### config.mk
export PLATFORM = sky130hd
export DESIGN_NAME = lrutc_track
export DESIGN_NICKNAME = d
export VERILOG_FILES = /design/src/sv/lrutc_pkg.sv /design/src/sv/lrutc_track.sv
export SDC_FILE = /design/constraint.sdc
export NUM_CORES = 1
export LEC_CHECK = 0
export ABC_AREA = 1
export BUFFER_PORTS_ARGS = -buffer_cell sky130_fd_sc_hd__buf_2
export CORE_ASPECT_RATIO = 1.4
export CORE_MARGIN = 4
export CORE_UTILIZATION = 57
export CTS_BUF_LIST = sky130_fd_sc_hd__clkbuf_8
export DETAILED_ROUTE_END_ITERATION = 8
export PLACE_DENSITY = 0.84
export SLEW_MARGIN = 15
export SYNTH_ARGS = -nofsm -noshare
export SYNTH_HDL_FRONTEND = slang
export SYNTH_SLANG_ARGS = --single-unit
### constraint.sdc
create_clock -name clk -period 3.45 [get_ports clk]
set_input_delay 0.5175 -clock clk [delete_from_list [all_inputs] [get_ports clk]]
set_output_delay 0.5175 -clock clk [all_outputs]
set_load 0.005 [all_outputs]
### src/sv/lrutc_pkg.sv
`default_nettype none
package lrutc_pkg;

	localparam int TAG_W   = 15;
	localparam int STAMP_W = 32;
	localparam int ACT_W   = 9;
	localparam int SLOT_W  = 8;

	localparam logic [ACT_W-1:0]   ACTIVE_RESET = 9'd256;
	localparam logic [STAMP_W-1:0] STAMP_MAX    = 32'hFFFF_FFFF;

	// one directory entry: occupied flag and glyph tag
	typedef struct packed {
		logic             vld;
		logic [TAG_W-1:0] tag;
	} tag_entry_t;

	// scan outcome flags from the tracker
	typedef struct packed {
		logic hit;
		logic empty;
	} scan_flags_t;

	// sequencer states, one-hot
	typedef enum logic [3:0] {
		ST_CLEAR = 4'b0001,
		ST_IDLE  = 4'b0010,
		ST_SCAN  = 4'b0100,
		ST_DONE  = 4'b1000
	} state_t;

endpackage
`default_nettype wire

### src/sv/lrutc_track.sv
`default_nettype none
module lrutc_track #(
	parameter int IDX_W = 8
) (
	input  wire                                clk,
	input  wire                                arst_n,
	input  wire                                init,
	input  wire                                chk,
	input  wire [IDX_W-1:0]                    chk_idx,
	input  wire lrutc_pkg::tag_entry_t         ent,
	input  wire [lrutc_pkg::STAMP_W-1:0]       ent_stamp,
	input  wire [lrutc_pkg::TAG_W-1:0]         gid,
	output lrutc_pkg::scan_flags_t             flags,
	output logic [IDX_W-1:0]                   sel_idx
);

	logic                          hit_q;
	logic                          empty_q;
	logic [IDX_W-1:0]              hit_idx_q;
	logic [IDX_W-1:0]              empty_idx_q;
	logic [IDX_W-1:0]              min_idx_q;
	logic [lrutc_pkg::STAMP_W-1:0] min_stamp_q;

	// running first-hit, first-empty and oldest-stamp search
	always_ff @(posedge clk or negedge arst_n) begin
		if (!arst_n) begin
			hit_q   <= 1'b0;
			empty_q <= 1'b0;
		end else if (init) begin
			hit_q   <= 1'b0;
			empty_q <= 1'b0;
		end else if (chk) begin
			if (ent.vld && ent.tag == gid && !hit_q) begin
				hit_q <= 1'b1;
			end
			if (!ent.vld && !empty_q) begin
				empty_q <= 1'b1;
			end
		end
	end

	always_ff @(posedge clk) begin
		if (init) begin
			min_stamp_q <= lrutc_pkg::STAMP_MAX;
			min_idx_q   <= '0;
		end else if (chk) begin
			if (ent.vld && ent.tag == gid && !hit_q) begin
				hit_idx_q <= chk_idx;
			end
			if (!ent.vld && !empty_q) begin
				empty_idx_q <= chk_idx;
			end
			// strict less keeps the lowest index on a tie
			if (ent.vld && ent_stamp < min_stamp_q) begin
				min_stamp_q <= ent_stamp;
				min_idx_q   <= chk_idx;
			end
		end
	end

	// hit wins, then first empty slot, then least recently used
	always_comb begin
		flags.hit   = hit_q;
		flags.empty = empty_q;
		priority if (hit_q) begin
			sel_idx = hit_idx_q;
		end else if (empty_q) begin
			sel_idx = empty_idx_q;
		end else begin
			sel_idx = min_idx_q;
		end
	end

endmodule
`default_nettype wire

After elaboration in Yosys (flattened, before gate mapping). Cells that the tools add are included.

Register bits after elaboration: 58. Latch bits: 0. Bits in writable memories: 0. ROM bits: 0. Input bits: 75. Output and inout port bits: 10. Word-level logic and storage cells: 32. Memories: 0.

$add $sub $neg: 0. Multiply operators: 0. Div/mod/pow operators: 0. Magnitude comparators: 1. Equal/unequal tests: 1. Shift operators: 0. Mux-type cells: 8. Bitwise operators: 1. Reductions and logical operators: 15.

Operators with widths (count): 32-bit < comparator (1); 8-bit 2-to-1 mux (2); 15-bit == test (1); 1-bit 2-to-1 mux (6); 2-bit AND reduction (3); 3-bit AND reduction (2); 2-bit nonzero test (3); 1-bit logical AND (4); 1-bit zero test (3); 1-bit NOT (1).

Logic depth before layout (Yosys ltp). Gate-level depths: netlist of run 1.

Depth after elaboration: 6. Gate-level depth with buffers: 16. Gate-level depth less buffers: 15.

Least setup slack after synthesis of run 1. No wires, ideal clock.

Kind: input to register. Start point: input ent[10] (netlist name). End point: register hit_idx_q[0] (enable). Setup time: 0.395 ns. Arrival time: 2.013 ns. Data required time: 3.055 ns. Setup slack: 1.042 ns. Cell stages on the path: 5. Path buffers: 0. Cells stage by stage: inv_1 > nand2_1 > o21ai_0 > or4_1 > nor4_1.

Word-level cells in the longest chain between the ends: 4.

RTL lines: start, declared (line lrutc_track.sv:10) `input wire lrutc_pkg::tag_entry_t ent,`; 15-bit == test (line lrutc_track.sv:47) `if (ent.vld && ent.tag == gid && !hit_q) begin`; 1-bit logical AND (2 in series) (line lrutc_track.sv:47); 3-bit AND reduction (no source line); end signal, assigned (line lrutc_track.sv:48) `hit_idx_q <= chk_idx;`; end, declared (line lrutc_track.sv:19) `logic [IDX_W-1:0] hit_idx_q;`.

Every way passes these cells. A chain may end at the register's enable or synchronous reset.

Worst setup path after layout of run 1.
Start point: register min_stamp_q[5] (netlist name). End point: register min_idx_q[7].

Word-level cells in the longest chain between the ends: 3.

RTL lines: start, declared (line lrutc_track.sv:22) `logic [lrutc_pkg::STAMP_W-1:0] min_stamp_q;`; start signal, assigned (line lrutc_track.sv:44) `min_stamp_q <= lrutc_pkg::STAMP_MAX;`; start signal, assigned (line lrutc_track.sv:55) `min_stamp_q <= ent_stamp;`; 32-bit < comparator (line lrutc_track.sv:54) `if (ent.vld && ent_stamp < min_stamp_q) begin`; 1-bit logical AND (line lrutc_track.sv:54); 2-bit AND reduction (no source line); end signal, assigned (line lrutc_track.sv:56) `min_idx_q <= chk_idx;`; end, declared (line lrutc_track.sv:21) `logic [IDX_W-1:0] min_idx_q;`.

Every way passes these cells.

==> impl_metrics.py, run 1 <==
metrics = {
    "critical_path": {
        "slowest_delay_ns": 0.43,
        "worstPathRequired_ns": 3.73,
        "critPathKind": "reg -> reg",
        "crit_chain": "inv_1 > ha_1 > a21oi_1 > nor2_1 > nor3_1 > nand2_1 > nand2_1 > nand2_1 > nand2_1 > nand4_2 > buf_12 > nand2_1 > nand2_1 > nor2_1",
        "rr_worst_depth": 14,
        "r2r-start": "min_stamp_q[5]",
        "worstReg2RegEnd": "min_idx_q[7]",
        "critPathCaptureType": "flop",
        "cp_slowest_cell": "nand4_2",
        "arrival_ns": 2.74,
        "crit_top_cell": "nand2_1",
        "cp_max_fo": 32,
        "setup.worst_path.start_class": "flop",
        "rrSetupSlack_ns": 0.99,
    },
    "logic_synthesis": {
        "synth_compound_area_share_pct": 7.32,
        "synth_warnings": 0,
        "synth-seq-cells": 58,
        "synth_top_family_by_area": "simple AND/OR/NAND/NOR gates",
        "synth_xor_area_share_pct": 1.26,
        "ys_seq_area_share_pct": 38.3,
        "synthMuxAreaShare_pct": 0,
        "synth.distinct_cells": 35,
        "netlist_area_um2": 3470,
        "syn_inst": 441,
        "syn-num-nets": 547,
        "synth-adder-area-share_pct": 11.2,
        "syn_area_per_cell_um2": 7.87,
        "synthSimpleGateAreaFrac_pct": 31.4,
    },
    "detailed_routing": {
        "drt-met1-wl_um": 3060,
        "drc": 0,
        "wirelength_um": 7810,
        "final_antenna_net_count": 0,
        "dr.max_layer_used": "met4",
        "wl_per_cell_um": 13.1,
        "first_pass_iters": 4,
        "route.vias.total": 3127,
        "met3RoutedLength_um": 453,
        "drtIter0Drc": 122,
        "met2_length_um": 4140,
        "vias_per_cell": 5.23,
    },
    "min_path": {
        "hold_depth": 1,
        "holdCritPathClass": "in -> reg",
        "hold_start": "chk_idx[4]",
        "hold_end": "hit_idx_q[4]",
    },
    "power_and_ir_drop": {
        "clkPwrFrac_pct": 36.7,
        "seqPwrFrac_pct": 44.3,
        "switching_share_pct": 29.7,
        "p_leak_uw": 0.00227,
        "p_per_area_nw_per_um2": 423,
        "switchingPower_uw": 519,
        "ir_drop_mv": 0.282,
        "pwr-share-comb_pct": 19.0,
        "intPower_uw": 1230,
    },
    "global_route": {
        "grt.total_usage_pct": 21.9,
        "grt_remaining_overflow": 0,
        "antenna_found_initial": 0,
        "grt_pass1_wl_um": 12700,
        "grt_pass1_vias": 2992,
        "grt_start_max_net_pins": 41,
    },
    "clock_network": {
        "clk_latency_ns": 0.34,
        "cts_resized": 0,
        "clk_path_buf_depth": 2,
        "clk_pin_slew_ns": 0.07,
        "root_buffer": "clkbuf_8",
        "tritoncts": "yes",
        "cts_max_level": 3,
        "hold_buffers": 1,
        "postCtsSetupRepairBufs": 0,
        "cts.sinks": 58,
        "cts_buffers": 9,
    },
    "timing": {
        "rsz0062_at_grt": "no",
        "fin_crit_ns": 2.46,
        "max_slew_margin_pct": 53.5,
        "finClkSkew_ns": 0.00790,
        "setup_violations": 0,
        "clock.fmax_ghz": 0.407,
        "fin_crit_sh_pct": 71.3,
        "timing_hold_violations_final": 0,
        "fin_worst_hold_slack_ns": 0.374,
        "tightest_slew_ns": 0.695,
        "finalSetupTns_ns": 0,
        "maxSlewViolCount": 0,
    },
    "floorplan": {
        "io_pins": 85,
        "placementRows": 33,
        "die-width_um": 74.0,
        "core_area_um2": 5900,
        "die_h_um": 100,
        "start_util_pct": 58.8,
        "dieArea_um2": 7420,
    },
    "layout": {
        "drive_above_1_share_pct": 28.2,
        "final_nets": 629,
        "area_growth_pct": 18.8,
        "layout_common_cells": "buf_2 (84), nand2_1 (81), inv_1 (62), nand3_1 (47), dfxtp_1 (40)",
        "layout_commonest_cell": "buf_2",
        "antennaDiodeCount": 0,
        "fillCellCount": 465,
    },
    "placed_design": {
        "hpwl_um": 5910,
        "io_buffers": 84,
        "place_congestion": 0.813,
    },
    "run_status": {
        "status": "finished clean",
    },
    "flow_run": {
        "max_cap_violations": 0,
    },
}
==> Yosys cell counts <==
library cell  count  share of area (%)
nand2_1          81                8.8
inv_1            62                6.7
nand3_1          47                6.8
dfxtp_1          40                 23
nor2_1           35                3.8
a21oi_1          32                4.6
ha_1             31                 11
nand2_2          21                3.8
nand3_2          19                5.5
edfxtp_1         16                 14
o21ai_0          10                1.4
clkbuf_1          8               0.86
buf_2             5               0.72
nor3_1            4               0.58
xnor2_1           4                1.0
clkinv_1          3               0.32
buf_4             2               0.43
dfrtp_1           2                1.4
nand4_1           2               0.36
o22ai_1           2               0.36
a211oi_1          1               0.22
a21o_1            1               0.22
and2_1            1               0.18
buf_1             1               0.11
buf_12            1               0.58
buf_6             1               0.32
buf_8             1               0.43
nand4_2           1               0.36
nor4_1            1               0.18
nor4_2            1               0.36
nor4_4            1               0.61
o2111ai_1         1               0.25
o21a_1            1               0.22
or4_1             1               0.22
xor2_1            1               0.25
==> stage by stage <==
stage	total power, uW	util, %	setup slack (ns)	std cells	cell area, um^2
after floorplan	1010	-	1.04	441	3470
after global placement	1100	66.3	0.840	581	3910
after detailed placement	1120	66.3	0.681	581	3910
after CTS	1760	69.8	0.959	598	4120
after global routing	1840	69.8	0.748	598	4120
final	1740	69.8	0.992	598	4120
==> power groups by stage <==
stage               combinational [uW]  clock (uW)  sequential, uW
floorplan                          229           0             779
global placement                   316           0             785
detailed placement                 332           0             787
CTS                                335         651             773
global route                       380         680             777
finish                             331         641             773
==> sequential cells by signal (all words and copies together) (netlist names) <==
signal,flops
hit_q,1
hit_idx_q,8
min_idx_q,8
empty_q,1
min_stamp_q,32
empty_idx_q,8
==> critical path: cells and delay by family, from the launching register on <==
kind                       cells  cell delay, ns
AOI/OAI and AO/OA              1            0.14
buffers and inverters          2            0.43
DFF                            1            0.35
and+or+nand+nor               10            1.18
adders and majority gates      1            0.28
==> cell type report <==
cell class              count  area [um^2]  share of cell area, %
multi-input cells         299         1780                   43.1
well taps                  70         87.6                   2.12
flip-flops and latches     58         1330                   32.3
clock inverters             7         77.6                   1.88
repair buffers             90          480                   11.7
clock buffers               9          124                   3.00
inverters                  65          244                   5.92
==> kinds of logic (layout without fill, tap and decap cells) <==
kind of cell	Yosys count	in the layout
buffers and inverters	84	171
AO/OA/AOI/OAI	48	48
adder cells (fa/ha/maj)	31	31
flip-flops	58	58
AND/OR/NAND/NOR	215	215
XOR/XNOR	5	5
==> worst max path at each step <==
| stage | cells after the start | start | to | slack, ns |
|---|---|---|---|---|
| floorplan | 5 | ent[10] | hit_idx_q[0] | 1.04 |
| global placement | 11 | ent_stamp[31] | min_stamp_q[23] | 0.84 |
| detailed placement | 12 | ent_stamp[27] | min_idx_q[7] | 0.68 |
| CTS | 12 | min_stamp_q[27] | min_idx_q[7] | 0.96 |
| global route | 12 | min_stamp_q[27] | min_idx_q[7] | 0.75 |
| finish | 14 | min_stamp_q[5] | min_idx_q[7] | 0.99 |
==> layer usage <==
layer | vias up | global-route usage (%)
met5 | - | 0
met4 | 0 | 9.76
met3 | 13 | 4.81
met2 | 88 | 40.3
met1 | 1428 | 23.0
li1 | 1598 | -
Power figures use the tool's default switching activity.
==> run 2, diff against run 1 <==
--- a/config.mk
+++ b/config.mk
@@ -9,10 +9,10 @@
 export BUFFER_PORTS_ARGS = -buffer_cell sky130_fd_sc_hd__buf_2
 export CORE_ASPECT_RATIO = 1.4
 export CORE_MARGIN = 4
-export CORE_UTILIZATION = 57
+export CORE_UTILIZATION = 50
 export CTS_BUF_LIST = sky130_fd_sc_hd__clkbuf_8
 export DETAILED_ROUTE_END_ITERATION = 8
-export PLACE_DENSITY = 0.84
+export PLACE_DENSITY = 0.78
 export SLEW_MARGIN = 15
 export SYNTH_ARGS = -nofsm -noshare
 export SYNTH_HDL_FRONTEND = slang
==> constraint.sdc (replaced) <==
create_clock -name clk -period 2.1 [get_ports clk]
set_input_delay 0.315 -clock clk [delete_from_list [all_inputs] [get_ports clk]]
set_output_delay 0.315 -clock clk [all_outputs]
set_load 0.005 [all_outputs]
==> impl_metrics.py, run 2 (same netlist as run 1, synthesis figures left out) <==
metrics = {
    "run_status": {
        "status": "finished clean",
    },
    "flow_run": {
        "max_cap_violations": 0,
    },
    "clock_network": {
        "cts_max_level": 3,
        "tritoncts": "yes",
        "clk_pin_slew_ns": 0.07,
        "cts_buffers": 9,
        "clk_path_buf_depth": 2,
        "clk_latency_ns": 0.33,
        "root_buffer": "clkbuf_8",
        "cts.sinks": 58,
    },
    "timing": {
        "max_slew_margin_pct": 63.2,
        "fin_crit_sh_pct": 95.8,
        "fin_crit_ns": 2.01,
        "rsz0062_at_grt": "yes",
        "setup_violations": 0,
        "clock.fmax_ghz": 0.497,
        "maxSlewViolCount": 0,
        "timing_hold_violations_final": 0,
        "tightest_slew_ns": 0.552,
        "finClkSkew_ns": 0.00739,
    },
    "global_route": {
        "grt_start_max_net_pins": 41,
        "grt_pass1_wl_um": 13100,
        "grt_pass1_vias": 3104,
        "grt.total_usage_pct": 19.4,
        "antenna_found_initial": 0,
        "grt_remaining_overflow": 0,
    },
    "layout": {
        "layout_common_cells": "buf_2 (84), nand2_1 (74), inv_1 (61), nand3_1 (46), nor2_1 (34)",
        "final_nets": 642,
        "final_area_um2": 4440,
        "fin_cells": 633,
        "layout_commonest_cell": "buf_2",
        "antennaDiodeCount": 0,
        "top_register": "min_stamp_q",
        "drive_above_1_share_pct": 35.9,
        "largest_register_ffs": 32,
        "area_growth_pct": 27.8,
    },
    "critical_path": {
        "crit_chain": "inv_1 > ha_1 > nand2_1 > nor4_4 > and2_1 > nand2_2 > nand4_4 > clkbuf_16 > nand2_4 > nand2_1 > nor2_1",
        "cp_slowest_cell": "nor4_4",
        "critPathCaptureType": "flop",
        "arrival_ns": 2.24,
        "setup.worst_path.start_class": "flop",
        "worstPathRequired_ns": 2.33,
        "slowest_delay_ns": 0.34,
        "cp_num_buf_inv": 2,
        "critical-path-top-delay-family": "simple AND/OR/NAND/NOR gates",
        "cp_max_fo": 7,
        "critPathKind": "reg -> reg",
        "crit_top_cell": "nand2_1",
    },
    "floorplan": {
        "placementRows": 35,
        "io_pins": 85,
        "die-width_um": 78.4,
        "start_util_pct": 52.2,
        "core_area_um2": 6660,
        "dieArea_um2": 8360,
        "die_h_um": 107,
    },
    "power_and_ir_drop": {
        "p_per_area_nw_per_um2": 665,
        "ir_drop_mv": 0.535,
        "p_leak_uw": 0.00236,
    },
    "detailed_routing": {
        "route.vias.total": 3258,
        "final_antenna_net_count": 0,
        "wl_per_cell_um": 13.1,
        "drc": 0,
        "first_pass_iters": 4,
        "wirelength_um": 8280,
        "drtIter0Drc": 129,
        "vias_per_cell": 5.15,
    },
    "placed_design": {
        "io_buffers": 84,
        "place_congestion": 0.797,
        "place_area_um2": 4010,
        "dp_cells": 612,
        "hpwl_um": 5940,
    },
    "min_path": {
        "holdCritPathClass": "in -> reg",
    },
}
run 2: changes by cell type in the layout (fill, tap and decap cells not counted), moves of 2 or more:
cell and change:
a21oi_1 -6, a21oi_2 +6, buf_4 +6, buf_6 +5, clkbuf_16 +2, dfxtp_1 -10
dfxtp_2 +10, ha_1 -3, ha_4 +3, nand2_1 -7, nand2_2 +6
run 2: what timing repair did:
action | in CTS | in global routing
hold buffers | 1 | 0
hold endpoints to repair | 2 | 0
setup endpoints to repair | 0 | 48
setup buffers | 0 | 2
gates resized for setup | 0 | 40
run 2: path summary, 6_finish.rpt:
check / end / slack (ns) / cells past startpoint / from
setup / recovery: min_idx_q[2] / 0.09 / 11 / min_stamp_q[29]
hold / removal: hit_idx_q[3] / 0.18 / 1 / chk_idx[3]
setup reg to reg: min_idx_q[2] / 0.09 / 11 / min_stamp_q[29]
hold reg to reg: min_stamp_q[14] / 0.46 / 2 / min_stamp_q[14]
max in group asynchronous: empty_q / 1.69 / 2 / arst_n
min in group asynchronous: hit_q / 0.31 / 2 / arst_n
run 2: cell type report:
class | count | area [um^2]
clock buffer | 9 | 124
clock inverter | 7 | 77.6
fill | 559 | 2220
inverter | 65 | 248
multi-input combinational | 299 | 1900
sequential | 58 | 1350
tap | 92 | 115
timing repair buffer | 103 | 632
run 2: per-layer routing:
metal	up-vias	GRT usage (%)	share of wire, %
li1	1625	-	-
met1	1514	21.3	40
met2	106	36.0	52
met3	13	4.87	6.9
met4	0	6.38	1.2
met5	-	0	0
run 2: power by group:
group | internal, uW | switching, uW | leakage (uW)
registers | 1230 | 45.2 | 0.000500
logic | 284 | 343 | 0.00177
clock network | 555 | 494 | 0.0000885
run 2: stage by stage:
stage | power [uW] | setup WS (ns) | hold slack (ns) | setup TNS, ns | util, %
detailed placement | 1850 | 0.0504 | 0.107 | 0 | 60.3
global placement | 1830 | 0.117 | 0.107 | 0 | 60.3
floorplan | 1660 | 0.179 | 0.0194 | 0 | -
global route | 3100 | -0.0451 | 0.160 | -0.333 | 66.7
CTS | 2900 | 0.0778 | 0.167 | 0 | 63.5
finish | 2950 | 0.0887 | 0.183 | 0 | 66.7
==> run 3, diff against run 2 <==
--- a/config.mk
+++ b/config.mk
@@ -5,14 +5,13 @@
 export SDC_FILE = /design/constraint.sdc
 export NUM_CORES = 1
 export LEC_CHECK = 0
-export ABC_AREA = 1
+export ABC_AREA = 0
 export BUFFER_PORTS_ARGS = -buffer_cell sky130_fd_sc_hd__buf_2
 export CORE_ASPECT_RATIO = 1.4
 export CORE_MARGIN = 4
-export CORE_UTILIZATION = 50
+export CORE_UTILIZATION = 25
 export CTS_BUF_LIST = sky130_fd_sc_hd__clkbuf_8
 export DETAILED_ROUTE_END_ITERATION = 8
-export PLACE_DENSITY = 0.78
 export SLEW_MARGIN = 15
 export SYNTH_ARGS = -nofsm -noshare
 export SYNTH_HDL_FRONTEND = slang
==> impl_metrics.py, run 3 <==
metrics = {
    "logic_synthesis": {
        "netlist_area_um2": 3320,
        "synth_edf_count": 16,
        "syn_inst": 356,
        "synthTopCellsByArea": "dfxtp_1 (24%), mux2i_1 (14%), edfxtp_1 (14%), ha_1 (12%), nor2_1 (7.3%)",
        "synth.most_common_cell": "nor2_1",
        "synth_top_area_share_pct": 24.1,
        "ys_seq_area_share_pct": 40.1,
        "synthArstFlopShare_pct": 3.45,
        "synth-seq-cells": 58,
        "synth_largest_area_cell": "dfxtp_1",
        "yosys_most_used_dff": "dfxtp_1",
        "synth_warnings": 0,
        "synth.distinct_cells": 35,
        "syn-num-nets": 462,
        "synthTopCellsByCount": "nor2_1 (65), mux2i_1 (48), dfxtp_1 (40), nand2_1 (34), inv_1 (32)",
        "syn_area_per_cell_um2": 9.33,
    },
    "timing": {
        "rsz0062_at_grt": "yes",
        "fin_crit_sh_pct": 106,
        "tightest_slew_ns": 0.621,
        "maxSlewViolCount": 0,
        "fin_crit_ns": 2.22,
        "max_slew_margin_pct": 58.6,
        "setup_violations": 40,
        "fin_worst_hold_slack_ns": 0.183,
        "finClkSkew_ns": 0.00880,
        "timing_hold_violations_final": 0,
        "finalSetupTns_ns": -2.89,
        "clock.fmax_ghz": 0.450,
        "fin_ws_ns": -0.123,
    },
    "power_and_ir_drop": {
        "switchingPower_uw": 765,
        "clkPwrFrac_pct": 42.2,
        "p_per_area_nw_per_um2": 669,
        "intPower_uw": 2260,
        "pwr-share-comb_pct": 17.0,
        "seqPwrFrac_pct": 40.7,
        "p_leak_uw": 0.00217,
        "ir_drop_mv": 0.310,
        "switching_share_pct": 25.3,
    },
    "global_route": {
        "grt.total_usage_pct": 10.7,
        "grt_pass1_wl_um": 12900,
        "antenna_found_initial": 0,
        "grt_start_max_net_pins": 65,
        "grt_remaining_overflow": 0,
        "grt_pass1_vias": 2771,
    },
    "layout": {
        "layout_common_cells": "buf_2 (84), nor2_1 (65), mux2i_1 (47), nand2_1 (34), dfxtp_1 (33)",
        "multiInputGateArea_um2": 1860,
        "fin_cells": 640,
        "antennaDiodeCount": 0,
        "fillCellCount": 1314,
        "final_nets": 563,
        "area_growth_pct": 36.0,
        "final-seq-area_um2": 1340,
        "drive_above_1_share_pct": 32.3,
        "largest_register_ffs": 32,
        "top_register": "min_stamp_q",
        "layout_commonest_cell": "buf_2",
    },
    "clock_network": {
        "cts_max_level": 3,
        "clk_latency_ns": 0.34,
        "clk_path_buf_depth": 2,
        "cts.sinks": 58,
        "clk_pin_slew_ns": 0.07,
        "tritoncts": "yes",
        "root_buffer": "clkbuf_8",
        "cts_buffers": 9,
    },
    "run_status": {
        "status": "complete, but fails checks",
        "failed_checks": "setup timing",
    },
    "placed_design": {
        "io_buffers": 84,
        "hpwl_um": 5840,
        "place_congestion": 0.768,
        "dp_cells": 615,
    },
    "floorplan": {
        "io_pins": 85,
        "start_util_pct": 25.7,
        "dieArea_um2": 15200,
        "die-width_um": 105,
        "die_h_um": 144,
        "placementRows": 49,
        "core_area_um2": 12900,
    },
    "critical_path": {
        "rr_worst_depth": 10,
        "worstPathRequired_ns": 2.36,
        "setup.worst_path.start_class": "flop",
        "critPathCaptureType": "flop",
        "crit_chain": "inv_1 > ha_1 > a21o_1 > a21o_1 > a221oi_2 > nor3_4 > nor3_4 > buf_12 > buf_12 > mux2i_2",
        "cp_slowest_cell": "dfxtp_2",
        "critPathKind": "reg -> reg",
        "cp_max_fo": 6,
        "arrival_ns": 2.48,
        "slowest_delay_ns": 0.33,
    },
    "detailed_routing": {
        "drc": 0,
        "first_pass_iters": 4,
        "wl_per_cell_um": 12.4,
        "vias_per_cell": 4.28,
        "drtIter0Drc": 108,
        "wirelength_um": 7910,
        "route.vias.total": 2736,
        "final_antenna_net_count": 0,
    },
    "min_path": {
        "hold_depth": 1,
        "holdCritPathClass": "in -> reg",
    },
    "flow_run": {
        "max_cap_violations": 0,
    },
}
## run 3: cell count changes after synthesis, sizes merged, moves of 4 or more
cell and change:
mux2i +48, nor2 +30, xor2 +4, o21ai +5, a21oi -21, buf -5
nand3 -65, xnor2 +6, nand2 -68, inv -30
## run 3: critical path: cells and delay by family (launching register included)
family | cells | cell delay (ns)
compound gates | 3 | 0.67
buf+inv | 3 | 0.37
flops | 1 | 0.33
simple gates | 2 | 0.29
fa+ha+maj | 1 | 0.27
mux | 1 | 0.20
## run 3: routing by layer
layer	vias up	global-route usage [%]	wire, um
li1	1400	-	-
met1	1270	11.7	3130
met2	55	18.7	4210
met3	11	4.15	430
met4	0	3.94	141
met5	-	0	0
## run 3: logic make-up after synthesis
family / Yosys count / synth area share (%)
AO/OA/AOI/OAI: 36 / 7.00
XOR/XNOR: 15 / 3.95
adder cells (fa/ha/maj): 31 / 11.7
buffers and inverters: 50 / 7.23
flip-flops: 58 / 40.1
multiplexers: 48 / 14.5
AND/OR/NAND/NOR: 118 / 15.6
## run 3: timing repair
action | CTS | global route
gates cloned | 5 | 0
setup buffers | 3 | 0
pin swaps | 8 | 6
gates resized for setup | 21 | 12
endpoints found under the setup margin | 40 | 40
hold endpoints to repair | 2 | 0
hold buffers | 1 | 0
## run 3: per-stage QoR
stage          util (%)  area [um^2]  setup WS (ns)  total power, uW
4_1_cts            34.5         4470         -0.111             3070
5_1_grt            34.9         4520         -0.245             3180
2_1_floorplan         -         3320        0.00234             1520
6_report           34.9         4520         -0.123             3020
3_5_place_dp       30.8         3980         -0.264             1690
3_3_place_gp       30.8         3980         -0.220             1680
## run 3: cell type report
type / instances / area share, %
clock buffers: 9 / 2.74
clock inverters: 7 / 2.60
inverters: 33 / 2.74
multi-input cells: 248 / 41.1
flip-flops and latches: 58 / 29.6
well taps: 178 / 4.93
repair buffers: 107 / 16.2
## run 3: power groups by stage
stage / Combinational, uW / Sequential, uW / Clock [uW]
6_report: 515 / 1230 / 1280
5_1_grt: 574 / 1240 / 1370
4_1_cts: 512 / 1230 / 1330
3_5_place_dp: 438 / 1260 / 0
3_3_place_gp: 426 / 1250 / 0
2_1_floorplan: 279 / 1240 / 0
## run 3: path summary, 6_finish.rpt
kind                           startpoint        endpoint  slack, ns
max in group asynchronous          arst_n           hit_q       1.72
max reg2reg                min_stamp_q[9]  min_stamp_q[1]      -0.12
min reg2reg                  min_idx_q[3]    min_idx_q[3]       0.46
max                        min_stamp_q[9]  min_stamp_q[1]      -0.12
min in group asynchronous          arst_n         empty_q       0.29
min                            chk_idx[3]  empty_idx_q[3]       0.18
